--- config.mk ---
export PLATFORM = sky130hd
export DESIGN_NAME = otua_cmdq
export DESIGN_NICKNAME = d
export VERILOG_FILES = /design/src/rtl/otua_pkg.sv /design/src/rtl/otua_cmdq.sv
export SDC_FILE = /design/constraint.sdc
export NUM_CORES = 1
export LEC_CHECK = 0
export ABC_AREA = 1
export BUFFER_PORTS_ARGS = -buffer_cell sky130_fd_sc_hd__buf_2
export CORE_MARGIN = 1.5
export CORE_UTILIZATION = 35
export DETAILED_ROUTE_END_ITERATION = 6
export PLACE_DENSITY = 0.65
export SLEW_MARGIN = 20
export SYNTH_ARGS = -nofsm -noshare
export SYNTH_HDL_FRONTEND = slang
export SYNTH_SLANG_ARGS = --single-unit
--- constraint.sdc ---
create_clock -name clk -period 6.2 [get_ports clk]
set_clock_uncertainty 0.15 [all_clocks]
set_input_delay 0.62 -clock clk [delete_from_list [all_inputs] [get_ports clk]]
set_output_delay 0.62 -clock clk [all_outputs]
set_load 0.005 [all_outputs]
--- src/rtl/otua_pkg.sv ---
`timescale 1ns / 1ps

package otua_pkg;

  localparam int NUM_UNITS = 32;
  localparam int IDX_W     = $clog2(NUM_UNITS);
  localparam int CNT_W     = $clog2(NUM_UNITS + 1);
  localparam int CNT_MAX   = (1 << CNT_W) - 1;
  localparam int QDEPTH    = 2;

  typedef enum logic [2:0] {
    MODE_FIND       = 3'd0,
    MODE_RESERVE    = 3'd1,
    MODE_REBIND     = 3'd2,
    MODE_RELEASE    = 3'd3,
    MODE_INVALIDATE = 3'd4,
    MODE_UNBIND_ALL = 3'd5
  } mode_t;

  // Classified command as it travels from the front end to the back end.
  typedef struct packed {
    logic [2:0]  mode;
    logic        bad;
    logic [31:0] owner_id;
    logic [31:0] slot;
    logic [31:0] texture_id;
    logic        texture_kind;
  } cmd_t;

  typedef enum logic [1:0] {
    ST_IDLE  = 2'd0,
    ST_SCAN  = 2'd1,
    ST_FINAL = 2'd2
  } state_t;

endpackage

--- src/rtl/otua_cmdq.sv ---
`timescale 1ns / 1ps

module otua_cmdq import otua_pkg::*; (
  input  logic clk,
  input  logic rst_n,
  input  logic push,
  input  cmd_t push_cmd,
  output logic push_ready,
  input  logic pop,
  output cmd_t pop_cmd,
  output logic pop_valid
);

  localparam int PTR_W = $clog2(QDEPTH);

  cmd_t             mem_r [QDEPTH];
  logic [PTR_W-1:0] wr_ptr_r, wr_ptr_nxt;
  logic [PTR_W-1:0] rd_ptr_r, rd_ptr_nxt;
  logic [PTR_W:0]   count_r, count_nxt;
  logic             do_push, do_pop;

  assign push_ready = (count_r != QDEPTH[PTR_W:0]);
  assign pop_valid  = (count_r != '0);
  assign pop_cmd    = mem_r[rd_ptr_r];
  assign do_push    = push && push_ready;
  assign do_pop     = pop && pop_valid;

  always_comb begin
    wr_ptr_nxt = do_push ? wr_ptr_r + 1'b1 : wr_ptr_r;
    rd_ptr_nxt = do_pop ? rd_ptr_r + 1'b1 : rd_ptr_r;
    count_nxt  = count_r + {{PTR_W{1'b0}}, do_push} - {{PTR_W{1'b0}}, do_pop};
  end

  always_ff @(posedge clk) begin
    if (!rst_n) begin
      wr_ptr_r <= '0;
      rd_ptr_r <= '0;
      count_r  <= '0;
    end else begin
      wr_ptr_r <= wr_ptr_nxt;
      rd_ptr_r <= rd_ptr_nxt;
      count_r  <= count_nxt;
    end
  end

  always_ff @(posedge clk) begin
    if (do_push) begin
      mem_r[wr_ptr_r] <= push_cmd;
    end
  end

endmodule

## After elaboration in Yosys (flattened, before gate mapping)

Memories as Yosys holds them, arrays and structs flattened. A register that Yosys moved wholly into a read port is not among the register bits.
Cells that the tools add are included.

- ROM bits: 0
- Latch bits: 0
- Memories: 1
- Register bits after elaboration: 4
- RAM bits: 202
- Word-level logic and storage cells: 16
- Bits of input ports: 105

- Add/subtract/negate cells: 4
- Reduce and logical (&&, ||, !) cells: 3
- Divide/modulo/power cells: 0
- Eq/ne operators: 1
- Multiplexer cells: 4
- Shifts and indexed selects: 0
- Bitwise operators: 0
- Magnitude comparators: 0
- Multipliers: 0

Memories:

| name | words | bits a word | rd ports | clocked after memory_dff | wr ports | RTL line | source |
|---|---|---|---|---|---|---|---|
| mem_r | 2 | 101 | 1 | 1 | 1 | otua_cmdq.sv:16 | `cmd_t mem_r [QDEPTH];` |

Operator list:

| operator | count |
|---|---|
| 1-bit 2-to-1 mux | 4 |
| 1-bit adder (second input constant) | 2 |
| 2-bit by 1-bit adder with 2-bit output | 1 |
| 1-bit logical AND | 2 |
| 2-bit inequality test (second input constant) | 1 |
| 2-bit nonzero test | 1 |
| 2-bit by 1-bit subtractor with 2-bit output | 1 |

## Longest topological paths before layout

- Depth in word-level cells: 4
- Gate-level depth with buffers: 11

## Worst setup path after synthesis

Ideal clock, no wire load.

- Path type: input to register
- From: input port push
- To: memory mem_r[1][0] in the netlist's numbering (enable)
- Slack: 0.491 ns
- Arrival: 4.996 ns
- Required time: 5.486 ns
- Stages on the path: 2
- Cell sequence: nand2_1 > nor2_1

- Longest elaborated chain between the ends: 3

Ends and longest elaborated chain:

| what | RTL line | source |
|---|---|---|
| start: declaration | otua_cmdq.sv:6 | `input logic push,` |
| 1-bit logical AND | otua_cmdq.sv:25 | `assign do_push = push && push_ready;` |
| 1-bit 2-to-1 mux | otua_cmdq.sv:47 | `if (do_push) begin` |
| 1-bit 2-to-1 mux (not written as such) | otua_cmdq.sv:48 | `mem_r[wr_ptr_r] <= push_cmd;` |
| end: declaration | otua_cmdq.sv:16 |  |

No other way between the ends.

==> reports/metrics.yaml <==
finish:
  final_common_cell: "buf_2"
  nFillCells: 1971
  layout-drive-gt1-share: 0.5915
  syn_to_final_growth_pct: 24.63
  fin_nets: 683
  final_cell_mix: "207 x buf_2, 202 x edfxtp_1, 90 x mux2_4"
  diodes: 0
global_route:
  first_global_vias: 4244
  grt_usage: 0.1200
  grt_pass1_wl_um: 22290
  met2_usage: 0.2191
  grt_overflow: 0
  use_met3: 0.03523
  antenna_found_initial: 1
  busiest_layer: "met2"
  grt_max_degree: 64
  met1_usage: 0.1323
place:
  dpl.hpwl_um: 9598
  place_congestion: 0.6938
  portBuffers: 207
timing:
  hold_violations: 0
  setup_viol: 0
  min_period_ps: 2757
  worst_pin_slew_ps: 804.7
  slew_violations: 0
  clock.fmax_ghz: 0.3627
  post-route-period-util: 0.4447
  setup_tns_ps: 0
  maxSlewHeadroom: 0.4635
  rsz0062_at_grt: "no"
run_status:
  status: "finished clean"
die:
  die-width_um: 153.9
  ios: 208
  die_y_um: 153.9
  dieArea_mm2: 0.02369
  coreArea_mm2: 0.02250
  initial_core_util: 0.3542
  placementRows: 55
clock_network:
  clkTransAtPathRegs_ps: 60
  numCtsBuffers: 23
  clock_sinks: 207
  cts_max_level: 1
  clock-root-buffer: "clkbuf_16"
  postCtsHoldBufs: 0
  cts.path.max_buffers: 3
  cts_tree: "built"
  clk_latency_ps: 490
  cts_resized: 0
  cts_setup_buffers: 0
power_and_ir_drop:
  power_uw: 4019
  ir_drop_mv: 0.3183
  p_per_area_mw_per_mm2: 404.6
  p_leak_uw: 0.003892
detailed_routing:
  drc: 0
  dr.pass1.iters: 4
  wire_per_inst_um: 16.56
  num_vias: 3907
  vias_per_cell: 4.465
  drtIter0Drc: 119
  final_antenna_net_count: 0
  wl_um: 14490
job:
  maxCapViolations: 0
logic_synthesis:
  ys_seq_area_frac: 0.7736
  synthCells: 350
  synth_top_area_cell: "edfxtp_1"
  syn_avg_cell_area_um2: 22.77
  synth_seq_cells: 207
  syn_area_mm2: 0.007970
  syn_nets: 456
  synthTopCellsByArea: "edfxtp_1 76%, mux2_4 17%, buf_12 2.3%"
  post-synth-top-area-fraction: 0.7611
  ys_types: 14
  yosysWarnings: 0
setup_path:
  worstPathArrival_ps: 1990
  crit_end: "pop_cmd[57]"
  timing.rr.start: "count_r[0]$_SDFF_PN0_"
  worstReg2RegEnd: "mem_r[0][82]$_DFFE_PP_"
  reg2reg_depth: 6
  r2r_slack_ps: 3550
  crit_path_end_kind: "primary output"
  cp-start-kind: "flip-flop"
  path_max_fanout: 63
  worstSetupPathType: "reg2out"
  required_ps: 5430
hold_path:
  min_path_type: "in2reg"
==> where the power goes <==
part	total [uW]	internal (uW)	switching, uW
combinational	931	497	434
sequential	1830	1780	50.6
clock	1260	759	500
total	4020	3030	985
==> registers in the layout, summed over array words and instances (netlist names), named ones only <==
signal	cells
wr_ptr_r	1
mem_r	202
count_r	2
rd_ptr_r	1
==> worst max-delay path, stage by stage, from the launching register on <==
cell     delay (ps)
dfxtp_4         340
buf_6           580
mux2_4          360
buf_2           130
==> worst min-delay path by stage <==
stage | from | end | slack, ps | depth (start not counted)
after CTS | push_cmd[36] | mem_r[1][36]$_DFFE_PP_ | 130 | 1
after detailed placement | rd_ptr_r$_SDFFE_PN0P_ | flip-flop | 340 | 2
final | push_cmd[36] | mem_r[1][36]$_DFFE_PP_ | 160 | 1
after global placement | rd_ptr_r$_SDFFE_PN0P_ | rd_ptr_r$_SDFFE_PN0P_ | 340 | 2
after floorplan | rd_ptr_r$_SDFFE_PN0P_ | flip-flop | 320 | 2
after global routing | push_cmd[97] | mem_r[1][97]$_DFFE_PP_ | 130 | 1
==> metal layers <==
metal	wire length [um]	up-vias
met1	5397	1919
li1	-	1817
met5	7	-
met2	7629	140
met4	352	2
met3	1100	29
==> area by class of cell <==
| class | instances | area (um2) | area share |
|---|---|---|---|
| Clock buffer | 27 | 590.6 | 0.05945 |
| Clock inverter | 11 | 108.9 | 0.01096 |
| Inverter | 7 | 26.28 | 0.002645 |
| Multi-Input combinational cell | 125 | 1597 | 0.1607 |
| Sequential cell | 207 | 6170 | 0.6211 |
| Tap cell | 285 | 356.6 | 0.03590 |
| Timing Repair Buffer | 213 | 1085 | 0.1092 |
==> synth_stat cells, drive strengths merged <==
library cell  count
a21oi             1
buf              11
dfxtp             5
edfxtp          202
ha                1
inv               7
mux2            101
nand2            11
nand3             1
nor2              9
xnor2             1
==> kinds of logic after synthesis <==
group                      share of synthesized area
and+or+nand+nor                              0.01005
xor gates and xnor gates                    0.001099
buffers and inverters                        0.02794
adders and majority gates                   0.001570
DFF                                           0.7736
AOI/OAI and AO/OA                          0.0006273
muxes                                         0.1851
==> through the flow <==
| step | setup WS [ps] | utilization | hold WS, ps | instances | instance area [um2] |
|---|---|---|---|---|---|
| finish | 3443 | 0.4414 | 158.9 | 875 | 9933 |
| global route | 3330 | 0.4414 | 130.4 | 875 | 9933 |
| CTS | 3132 | 0.4413 | 127.9 | 875 | 9930 |
| detailed placement | 3265 | 0.4102 | 340.1 | 837 | 9230 |
| global placement | 3354 | 0.4102 | 339.1 | 837 | 9230 |
| floorplan | 490.5 | - | 316.9 | 350 | 7970 |
Note: power is estimated with default switching activity, not from simulation.
