==> config.mk <==
export PLATFORM = sky130hd
export DESIGN_NAME = otua_front
export DESIGN_NICKNAME = d
export VERILOG_FILES = /design/src/rtl/otua_pkg.sv /design/src/rtl/otua_front.sv
export SDC_FILE = /design/constraint.sdc
export NUM_CORES = 1
export LEC_CHECK = 0
export ABC_AREA = 1
export ABC_CLOCK_PERIOD_IN_PS = 1300
export CORE_AREA = 2 2 80 82
export DETAILED_ROUTE_END_ITERATION = 12
export DIE_AREA = 0 0 82 84
export DONT_BUFFER_PORTS = 1
export PLACE_DENSITY = 0.36
export SYNTH_ARGS = -nofsm -noshare
export SYNTH_HDL_FRONTEND = slang
export SYNTH_SLANG_ARGS = --single-unit
==> constraint.sdc <==
create_clock -name vclk -period 1.3
set_clock_uncertainty 0.15 [all_clocks]
set_input_delay 0.26 -clock vclk [all_inputs]
set_output_delay 0.26 -clock vclk [all_outputs]
set_load 0.05 [all_outputs]
==> src/rtl/otua_pkg.sv <==
`timescale 1ns / 1ps

package otua_pkg;

  localparam int NUM_UNITS = 32;
  localparam int IDX_W     = $clog2(NUM_UNITS);
  localparam int CNT_W     = $clog2(NUM_UNITS + 1);
  localparam int CNT_MAX   = (1 << CNT_W) - 1;
  localparam int QDEPTH    = 2;

  typedef enum logic [2:0] {
    MODE_FIND       = 3'd0,
    MODE_RESERVE    = 3'd1,
    MODE_REBIND     = 3'd2,
    MODE_RELEASE    = 3'd3,
    MODE_INVALIDATE = 3'd4,
    MODE_UNBIND_ALL = 3'd5
  } mode_t;

  // Classified command as it travels from the front end to the back end.
  typedef struct packed {
    logic [2:0]  mode;
    logic        bad;
    logic [31:0] owner_id;
    logic [31:0] slot;
    logic [31:0] texture_id;
    logic        texture_kind;
  } cmd_t;

  typedef enum logic [1:0] {
    ST_IDLE  = 2'd0,
    ST_SCAN  = 2'd1,
    ST_FINAL = 2'd2
  } state_t;

endpackage

==> src/rtl/otua_front.sv <==
`timescale 1ns / 1ps

module otua_front import otua_pkg::*; (
  input  logic        in_valid,
  output logic        in_ready,
  input  logic [2:0]  in_mode,
  input  logic [31:0] in_owner_id,
  input  logic [31:0] in_slot,
  input  logic [31:0] in_texture_id,
  input  logic        in_texture_kind,
  input  logic        q_ready,
  output logic        q_push,
  output cmd_t        q_cmd
);

  logic owner_zero;
  logic needs_pair;

  assign owner_zero = (in_owner_id == 32'd0);
  assign needs_pair = (in_mode == MODE_RESERVE) || (in_mode == MODE_REBIND);

  // Commands rejected on their arguments alone skip the table scan.
  always_comb begin
    q_cmd.mode         = in_mode;
    q_cmd.owner_id     = in_owner_id;
    q_cmd.slot         = in_slot;
    q_cmd.texture_id   = in_texture_id;
    q_cmd.texture_kind = in_texture_kind;
    q_cmd.bad          = (in_mode > MODE_UNBIND_ALL) ||
                         (needs_pair && (owner_zero || in_slot[31])) ||
                         ((in_mode == MODE_RELEASE) && owner_zero) ||
                         ((in_mode == MODE_INVALIDATE) && (in_texture_id == 32'd0));
  end

  assign in_ready = q_ready;
  assign q_push   = in_valid && q_ready;

endmodule

# After elaboration in Yosys (flattened, before gate mapping)
# Index checks and enable logic that the tools add are counted.
# totals
reg_bits	0
inputBits	102
out_inout_bits	103
elab_cells	16
# op_classes
n_lt_le_gt_ge	1
n_eq_ne	4
n_reduce_logical	11
# op_table
operator	count
zero test 32 bit	2
equality test 3 x 2 -> 1 bit (second input constant)	2
logical OR 1 bit	5
logical AND 1 bit	4
equality test 3 x 1 -> 1 bit (second input constant)	1
equality test 3 bit (second input constant)	1
> comparator 3 bit (second input constant)	1

# Longest topological paths before layout
# Gate-level depths: netlist (run 1).
# logic_depth
depth_word	6
mapped_depth	7
depth_no_buf	7

# Least setup slack after synthesis (run 1)
# Ideal clock, no wire load.
# synth_path
kind	input to output
startpoint	input in_owner_id[1]
endpoint	output q_cmd[97] (netlist name)
arrival_time_ns	1.034
required_ns	0.890
slack_ns	-0.144
stages	7
path_buffers	0
cell_sequence	nor2_1 nand2_1 nor2_1 nand2_1 o21ai_1 nand2_1 nand2_1
# synth_rtl
element	line	source
from (decl)	otua_front.sv:7	input logic [31:0] in_owner_id,
to (decl)	otua_front.sv:13	output cmd_t q_cmd

==> run_results.csv, run 1 <==
group,metric,value,unit
status,status,"complete, but fails checks",
status,violations,"negative setup slack",
timing,fmax,688.9,MHz
die,start_util,16.85,%
global_route,grt_pass1_vias,556,
setup_path,cp_slowest_cell,"nor4_1",
die,io-pin-count,205,
final_layout,nClkBuffers,0,
routing,avgViaCountPerCell,3.548,
final_layout,final_nets,173,
die,die_area,0.006888,mm^2
final_layout,postLayoutCoreUtil,8.067,%
global_route,grt_usage,4.873,%
timing,rsz0062_at_grt,"true",
placement,gp_congestion,0.5786,
die,placementRows,29,
synth,yosysMostFrequentCell,"buf_4",
timing,relSlewSlack,69.53,%
routing,dr.pass1.iters,2,
power,total_power,0.00007777,W
synth,yosys_warnings,0,
synth,ys_seq_area_share,0,%
timing,whs,370.0,ps
routing,drc,0,
final_layout,area_growth,-52.13,%
routing,vias,518,
setup_path,cp.arrival,1040,ps
routing,drt-wirelength-per-cell,14.08,um
final_layout,seq_area,0,um^2
routing,drt_iter0_drc,2,
synth,yosys-top-cells-count,"101 x buf_4, 35 x nor2_1, 22 x nand2_1",
die,die_h,84,um
routing,ant_nets,0,
worst_hold_path,holdPathStages,0,
synth,syn-num-nets,270,
setup_path,cp_data_required_time,890,ps
placement,numPlacedInstances,146,
power,p_leak,0.1323,nW
final_layout,instances_no_fill,146,
setup_path,path_cells,"nor4_1 > nand3_2 > nand2_4",
synth,syn_inst,168,
final_layout,design.seq.count,0,
setup_path,crit_path_max_fanout,2,
setup_path,worst_setup_path_end_kind,"output port",
synth,ys_types,10,
final_layout,diodes,0,
synth,yosysTopAreaCell,"buf_4",
die,die_width,82,um
placement,pre_cts_slack,-199.9,ps
final_layout,num-fill-cells,726,
synth,ys_top_cells_by_area,"buf_4 74%, nor2_1 13%, nand2_1 8.0%",
global_route,overflow,0,
synth,synth_top_area_share,73.81,%
timing,finalMaxSlewViolations,0,
synth,avgSynthCellArea,6.114,um^2
timing,tightestPinTransition,452.8,ps
setup_path,worstSetupPathType,"in -> out",
routing,routed_wl,2055,um
clock_network,post-cts-setup-buffer-count,0,
placement,port_buffers,0,
placement,dpl.hpwl,1913,um
setup_path,worstSetupStartpointType,"primary input",
timing,fin_ws,-151.6,ps
global_route,grt_pass1_wl,2484,um
synth,synthesis.area,0.001027,mm^2
power,vdd_drop_max,31.67,uV
global_route,antenna_found_initial,0,
timing,setup-violations-final,1,
die,core_region_area,0.006096,mm^2
timing,finalCritPeriodShare,111.7,%
timing,fin_crit,1452,ps
worst_hold_path,hold_path.class,"in -> out",
global_route,grt_max_degree,5,
final_layout,drive_gt1_share,28.99,%
setup_path,worst_path_largest_cell_delay,430,ps
job,max_cap_viol_count,0,
power,powerDensity,158.2,mW/mm^2
timing,timing_hold_violations_final,0,
[path summary, 6_finish.rpt]
check | start | endpoint | slack (ps)
setup / recovery | in_texture_id[23] | q_cmd[97] | -150
hold / removal | in_texture_id[21] | q_cmd[22] | 370
[power breakdown]
group / internal [W] / leakage, nW / switching (W)
sequential: 0 / 0 / 0
combinational: 0.0000344 / 0.132 / 0.0000434
clock: 0 / 0 / 0
total: 0.0000344 / 0.132 / 0.0000434
[final cells by class]
class,count,area [um^2],share of cell area (%)
inverter,3,37.54,7.634
multi-input combinational,64,342.8,69.72
tap,77,96.34,19.59
timing repair buffer,2,15.01,3.053
[routing by layer]
metal  vias up  GRT usage (%)  routed length (um)  share of wire [%]
li1        212              -                   -                  -
met2        98          9.165                1058                 51
met1       200          3.571                 528                 26
met3         8          3.463                 419                 20
met5         -              0                   0                  0
met4         0          1.970                  48                2.3
[metrics by stage]
| stage | setup TNS, ps | instance area, um^2 |
|---|---|---|
| CTS | -163.8 | 415.4 |
| floorplan | 0 | 1035 |
| finish | -151.6 | 491.7 |
| detailed placement | -199.9 | 387.9 |
| global route | -187.3 | 491.7 |
| global placement | -175.1 | 387.9 |
[timing repair]
item / in CTS / in global routing
hold endpoints to repair: 0 / 0
gates resized for setup: 8 / 18
hold buffers: 0 / 0
setup endpoints to repair: 1 / 1
cloned: 0 / 0
pin swaps: 5 / 14
[worst max-delay path, delay by kind of cell]
family / cells / cell delay [ps]
and+or+nand+nor: 3 / 770
[layout by cell type (no fill, tap or decap)]
cell type	count
buf_4	2
nor2_1	23
nor2_2	9
nand2_4	1
nand2_1	20
nand2_8	1
o22ai_1	1
nor2_4	3
clkinv_16	1
nor4_1	2
nand3_2	2
nor3_4	1
inv_1	2
o21ai_1	1
[kinds of logic after synthesis]
kind of cell	count (synthesis)	share of synthesized area (%)
AOI/OAI and AO/OA	2	1.096
buffers and inverters	104	74.91
and+or+nand+nor	62	24.00
(Power assumes the default switching activity.)
==> run 2, diff against run 1 <==
==> constraint.sdc (replaced) <==
create_clock -name vclk -period 1.3
set_clock_uncertainty 0.15 [all_clocks]
set_input_delay 0.26 -clock vclk [all_inputs]
set_output_delay 0.26 -clock vclk [all_outputs]
set_load 0.01 [all_outputs]
==> run 2 against run 1 <==
The run still ends with negative setup slack left. Via count up 4.1%. Worst setup slack improved by 140 ps. Cell count fell by 0.68%. Sequential share of layout area is the same. First-iteration DRC count rose to 3.5 times the previous value. Global-route usage is 0.46 points higher. Non-clock buffer count decreased by 1. Die area unchanged. Critical path depth increased by 4. Critical endpoint unchanged.
==> run_results.csv, run 2 (synthesized netlist as in run 1, its figures left out) <==
group,metric,value,unit
status,status,"complete, but fails checks",
status,violations,"negative setup slack",
final_layout,num-fill-cells,735,
die,io-pin-count,205,
final_layout,nClkBuffers,0,
die,core_region_area,0.006096,mm^2
routing,vias,539,
placement,dpl.hpwl,1899,um
timing,tightestPinTransition,314.8,ps
die,die_area,0.006888,mm^2
setup_path,cp.arrival,900,ps
worst_hold_path,whs_endpoint,"q_cmd[50]",
final_layout,final_nets,172,
timing,fmax,761.0,MHz
power,powerDensity,128.9,mW/mm^2
clock_network,cts_hold_buf,0,
final_layout,layout_commonest_cell,"nor2_1",
timing,fin_ws,-14.12,ps
power,p_leak,0.1169,nW
final_layout,design.seq.count,0,
global_route,overflow,0,
global_route,grt_pass1_wl,2725,um
global_route,grt_pass1_vias,565,
worst_hold_path,hp-start,"in_slot[17]",
timing,fin_crit,1314,ps
global_route,grt_usage,5.330,%
timing,relSlewSlack,78.82,%
job,max_cap_viol_count,0,
setup_path,worstSetupStartpointType,"primary input",
final_layout,layout_common_cells,"24 x nor2_1, 20 x nand2_1, 6 x nor2_4, 5 x nor2_2",
final_layout,seq_area,0,um^2
setup_path,crit_path_max_fanout,2,
setup_path,worstSetupPathType,"in -> out",
final_layout,drive_gt1_share,23.53,%
routing,ant_nets,0,
global_route,grt_max_degree,5,
timing,timing_hold_violations_final,0,
placement,port_buffers,0,
routing,drt_iter0_drc,7,
final_layout,diodes,0,
clock_network,post-cts-setup-buffer-count,0,
die,die_h,84,um
routing,dr.pass1.iters,3,
final_layout,final_cell_area,437.9,um^2
placement,placedInstanceArea,372.9,um^2
setup_path,cp_data_required_time,890,ps
routing,routed_wl,2067,um
worst_hold_path,holdPathStages,0,
timing,finalCritPeriodShare,101.1,%
routing,avgViaCountPerCell,3.717,
die,start_util,16.85,%
routing,drt-wirelength-per-cell,14.26,um
timing,rsz0062_at_grt,"true",
placement,gp_congestion,0.5382,
global_route,antenna_found_initial,0,
die,placementRows,29,
final_layout,postLayoutCoreUtil,7.184,%
worst_hold_path,hold_path.class,"in -> out",
die,die_width,82,um
power,vdd_drop_max,13.27,uV
timing,setup-violations-final,1,
final_layout,area_growth,-57.37,%
timing,finalMaxSlewViolations,0,
routing,drc,0,
setup_path,worst_setup_path_end_kind,"output port",
-- run 2: cell count changes in the layout (fill, tap and decap cells not counted), moves of 2 or more --
cell,change
nand3_1,+2
nor2_2,-4
nand2_2,+2
nand3_2,-2
nor2_4,+3
-- run 2: layout make-up --
class	count	area, um^2	area share (%)
multi-input cells	64	320.3	73.14
well taps	77	96.34	22.00
inverters	3	13.76	3.143
repair buffers	1	7.507	1.714
-- run 2: where the power goes --
| group | internal [W] | switching [W] | total, W |
|---|---|---|---|
| registers | 0 | 0 | 0 |
| clock network | 0 | 0 | 0 |
| logic | 0.0000301 | 0.0000264 | 0.0000565 |
-- run 2: critical path, stage by stage --
cell and delay, ps:
nor2_4 70, nand2_1 50, nor2_1 100, nand2_1 70, nor2_2 130, nand3_1 100, nand2_2 120
-- run 2: through the flow --
stage	std cells	TNS, ps	total power (W)	setup slack, ps	hold WS [ps]
after global placement	145	-89.98	0.00004688	-89.98	370.1
after detailed placement	145	-130.6	0.00004896	-130.6	370.1
final	145	-14.12	0.00005646	-14.12	370.0
after global routing	145	-125.0	0.00006680	-125.0	370.0
after CTS	145	-65.87	0.00005245	-65.87	370.1
after floorplan	168	0	0.0003585	101.3	459.1
-- run 2: timing repair --
action                                  in CTS  in global routing
endpoints found under the setup margin       1                  1
gates cloned                                 0                  0
pin swaps                                    6                 15
resized for setup                            7                 13
-- run 2: how the worst max path moves through the flow --
stage / endpoint / from / cells past startpoint / slack (ps)
after global placement: q_cmd[97] / in_mode[1] / 7 / -90
after detailed placement: q_cmd[97] / in_mode[1] / 7 / -130
after global routing: q_cmd[97] / in_owner_id[8] / 7 / -120
after CTS: q_cmd[97] / in_owner_id[0] / 7 / -70
after floorplan: q_cmd[97] / in_texture_id[18] / 7 / 100
final: q_cmd[97] / in_texture_id[15] / 7 / -10
-- run 2: routing by layer --
| layer | track usage, % | wire length, um | vias up |
|---|---|---|---|
| met1 | 3.896 | 512 | 213 |
| li1 | - | - | 210 |
| met4 | 5.152 | 187 | 0 |
| met2 | 9.313 | 1022 | 96 |
| met3 | 2.706 | 345 | 20 |
| met5 | 0 | 0 | - |
==> run 3, diff against run 2 <==
- ABC_CLOCK_PERIOD_IN_PS: 1300 -> 1100
- PLACE_DENSITY: 0.36 -> 0.37
- clock period: 1.3 -> 1.1 ns (I/O delays scaled with it)
==> run 3 against run 2 <==
The run still ends with negative setup slack left. Worst hold slack worse by 80 ps. Final area up 7.7%. Sequential share of layout area unchanged. Critical endpoint unchanged. Largest power group unchanged.
==> run_results.csv, run 3 (synthesized netlist as in run 1, its figures left out) <==
group,metric,value,unit
final_layout,nClkBuffers,0,
die,die_width,82,um
final_layout,area_growth,-54.08,%
routing,ant_nets,0,
setup_path,cp.arrival,870,ps
timing,finalCritPeriodShare,112.8,%
die,die_h,84,um
timing,fin_crit,1240,ps
status,status,"complete, but fails checks",
placement,gp_congestion,0.5110,
final_layout,drive_gt1_share,27.94,%
global_route,antenna_found_initial,0,
timing,rsz0062_at_grt,"true",
timing,whs,290.0,ps
timing,finalMaxSlewViolations,0,
power,vdd_drop_max,22.96,uV
global_route,grt_max_degree,5,
setup_path,worst_setup_path_end_kind,"output port",
timing,tightestPinTransition,233.4,ps
worst_hold_path,hold_path.class,"in -> out",
power,p_leak,0.1307,nW
clock_network,cts_hold_buf,0,
final_layout,diodes,0,
routing,drc,0,
timing,fin_ws,-140.4,ps
global_route,overflow,0,
final_layout,layout_commonest_cell,"nor2_1",
power,powerDensity,148.2,mW/mm^2
global_route,grt_pass1_vias,563,
timing,relSlewSlack,84.30,%
die,core_region_area,0.006096,mm^2
final_layout,design.seq.count,0,
routing,avgViaCountPerCell,3.531,
clock_network,post-cts-setup-buffer-count,0,
timing,fmax,806.2,MHz
setup_path,worst_path_largest_cell_delay,180,ps
die,placementRows,29,
setup_path,cp_data_required_time,730,ps
global_route,grt_usage,4.526,%
timing,setup-violations-final,1,
setup_path,worstSetupPathType,"in -> out",
routing,vias,512,
setup_path,worstSetupStartpointType,"primary input",
die,start_util,16.85,%
final_layout,final_cell_area,471.7,um^2
job,max_cap_viol_count,0,
setup_path,crit_start,"in_mode[1]",
setup_path,cp_slowest_cell,"nor3_4",
worst_hold_path,hp-start,"in_slot[1]",
die,io-pin-count,205,
die,die_area,0.006888,mm^2
final_layout,layout_common_cells,"24 x nor2_1, 19 x nand2_1, 6 x nor2_2, 5 x nor2_4",
global_route,grt_pass1_wl,2359,um
placement,port_buffers,0,
routing,drt-wirelength-per-cell,12.74,um
final_layout,seq_area,0,um^2
timing,timing_hold_violations_final,0,
final_layout,final_nets,172,
routing,routed_wl,1848,um
routing,drt_iter0_drc,4,
status,violations,"negative setup slack",
placement,placedInstanceArea,402.9,um^2
setup_path,path_cells,"inv_16 > nand2_4 > nor3_4 > nand3_2 > nor2_1 > nand3_1 > nand2_2",
routing,dr.pass1.iters,2,
placement,dpl.hpwl,1705,um
setup_path,crit_path_max_fanout,3,
==> run 3: final timing paths <==
check	end	slack (ps)	cells after the start
setup / recovery	q_cmd[97]	-140	7
hold / removal	q_cmd[34]	290	0
==> run 3: cell type report <==
cell class / instances / area [um^2]
fill: 730 / 5624
multi-input combinational: 64 / 340.3
tap: 77 / 96.34
inverter: 3 / 27.53
timing repair buffer: 1 / 7.507
==> run 3: timing repair <==
| item | 4_1_cts | 5_1_grt |
|---|---|---|
| pin swaps | 14 | 2 |
| resized for setup | 16 | 3 |
| setup endpoints to repair | 1 | 1 |
==> run 3: metal layers <==
metal / wire length (um) / up-vias / global-route usage, %
met4: 74 / 0 / 3.788
met2: 966 / 95 / 8.574
met5: 0 / - / 0
met1: 419 / 194 / 2.859
li1: - / 210 / -
met3: 387 / 13 / 2.489
==> run 3: worst max-delay path: cells and delay by family <==
family	cells	cell delay [ps]
buffers and inverters	1	30
and+or+nand+nor	6	610
==> run 3: metrics by stage <==
step / worst slack [ps] / TNS (ps) / utilization (%) / instances / total power [W]
floorplan: -6.796 / -6.796 / - / 168 / 0.0004295
global placement: -206.6 / -206.6 / 6.609 / 145 / 0.00005828
detailed placement: -226.7 / -226.7 / 6.609 / 145 / 0.00005988
CTS: -177.8 / -177.8 / 7.512 / 145 / 0.00007057
global route: -231.5 / -231.5 / 7.738 / 145 / 0.00008268
finish: -140.4 / -140.4 / 7.738 / 145 / 0.00006991
==> run 3: where the power goes <==
group	internal [W]	switching (W)	total, W
registers	0	0	0
clock network	0	0	0
logic	0.0000370	0.0000329	0.0000699
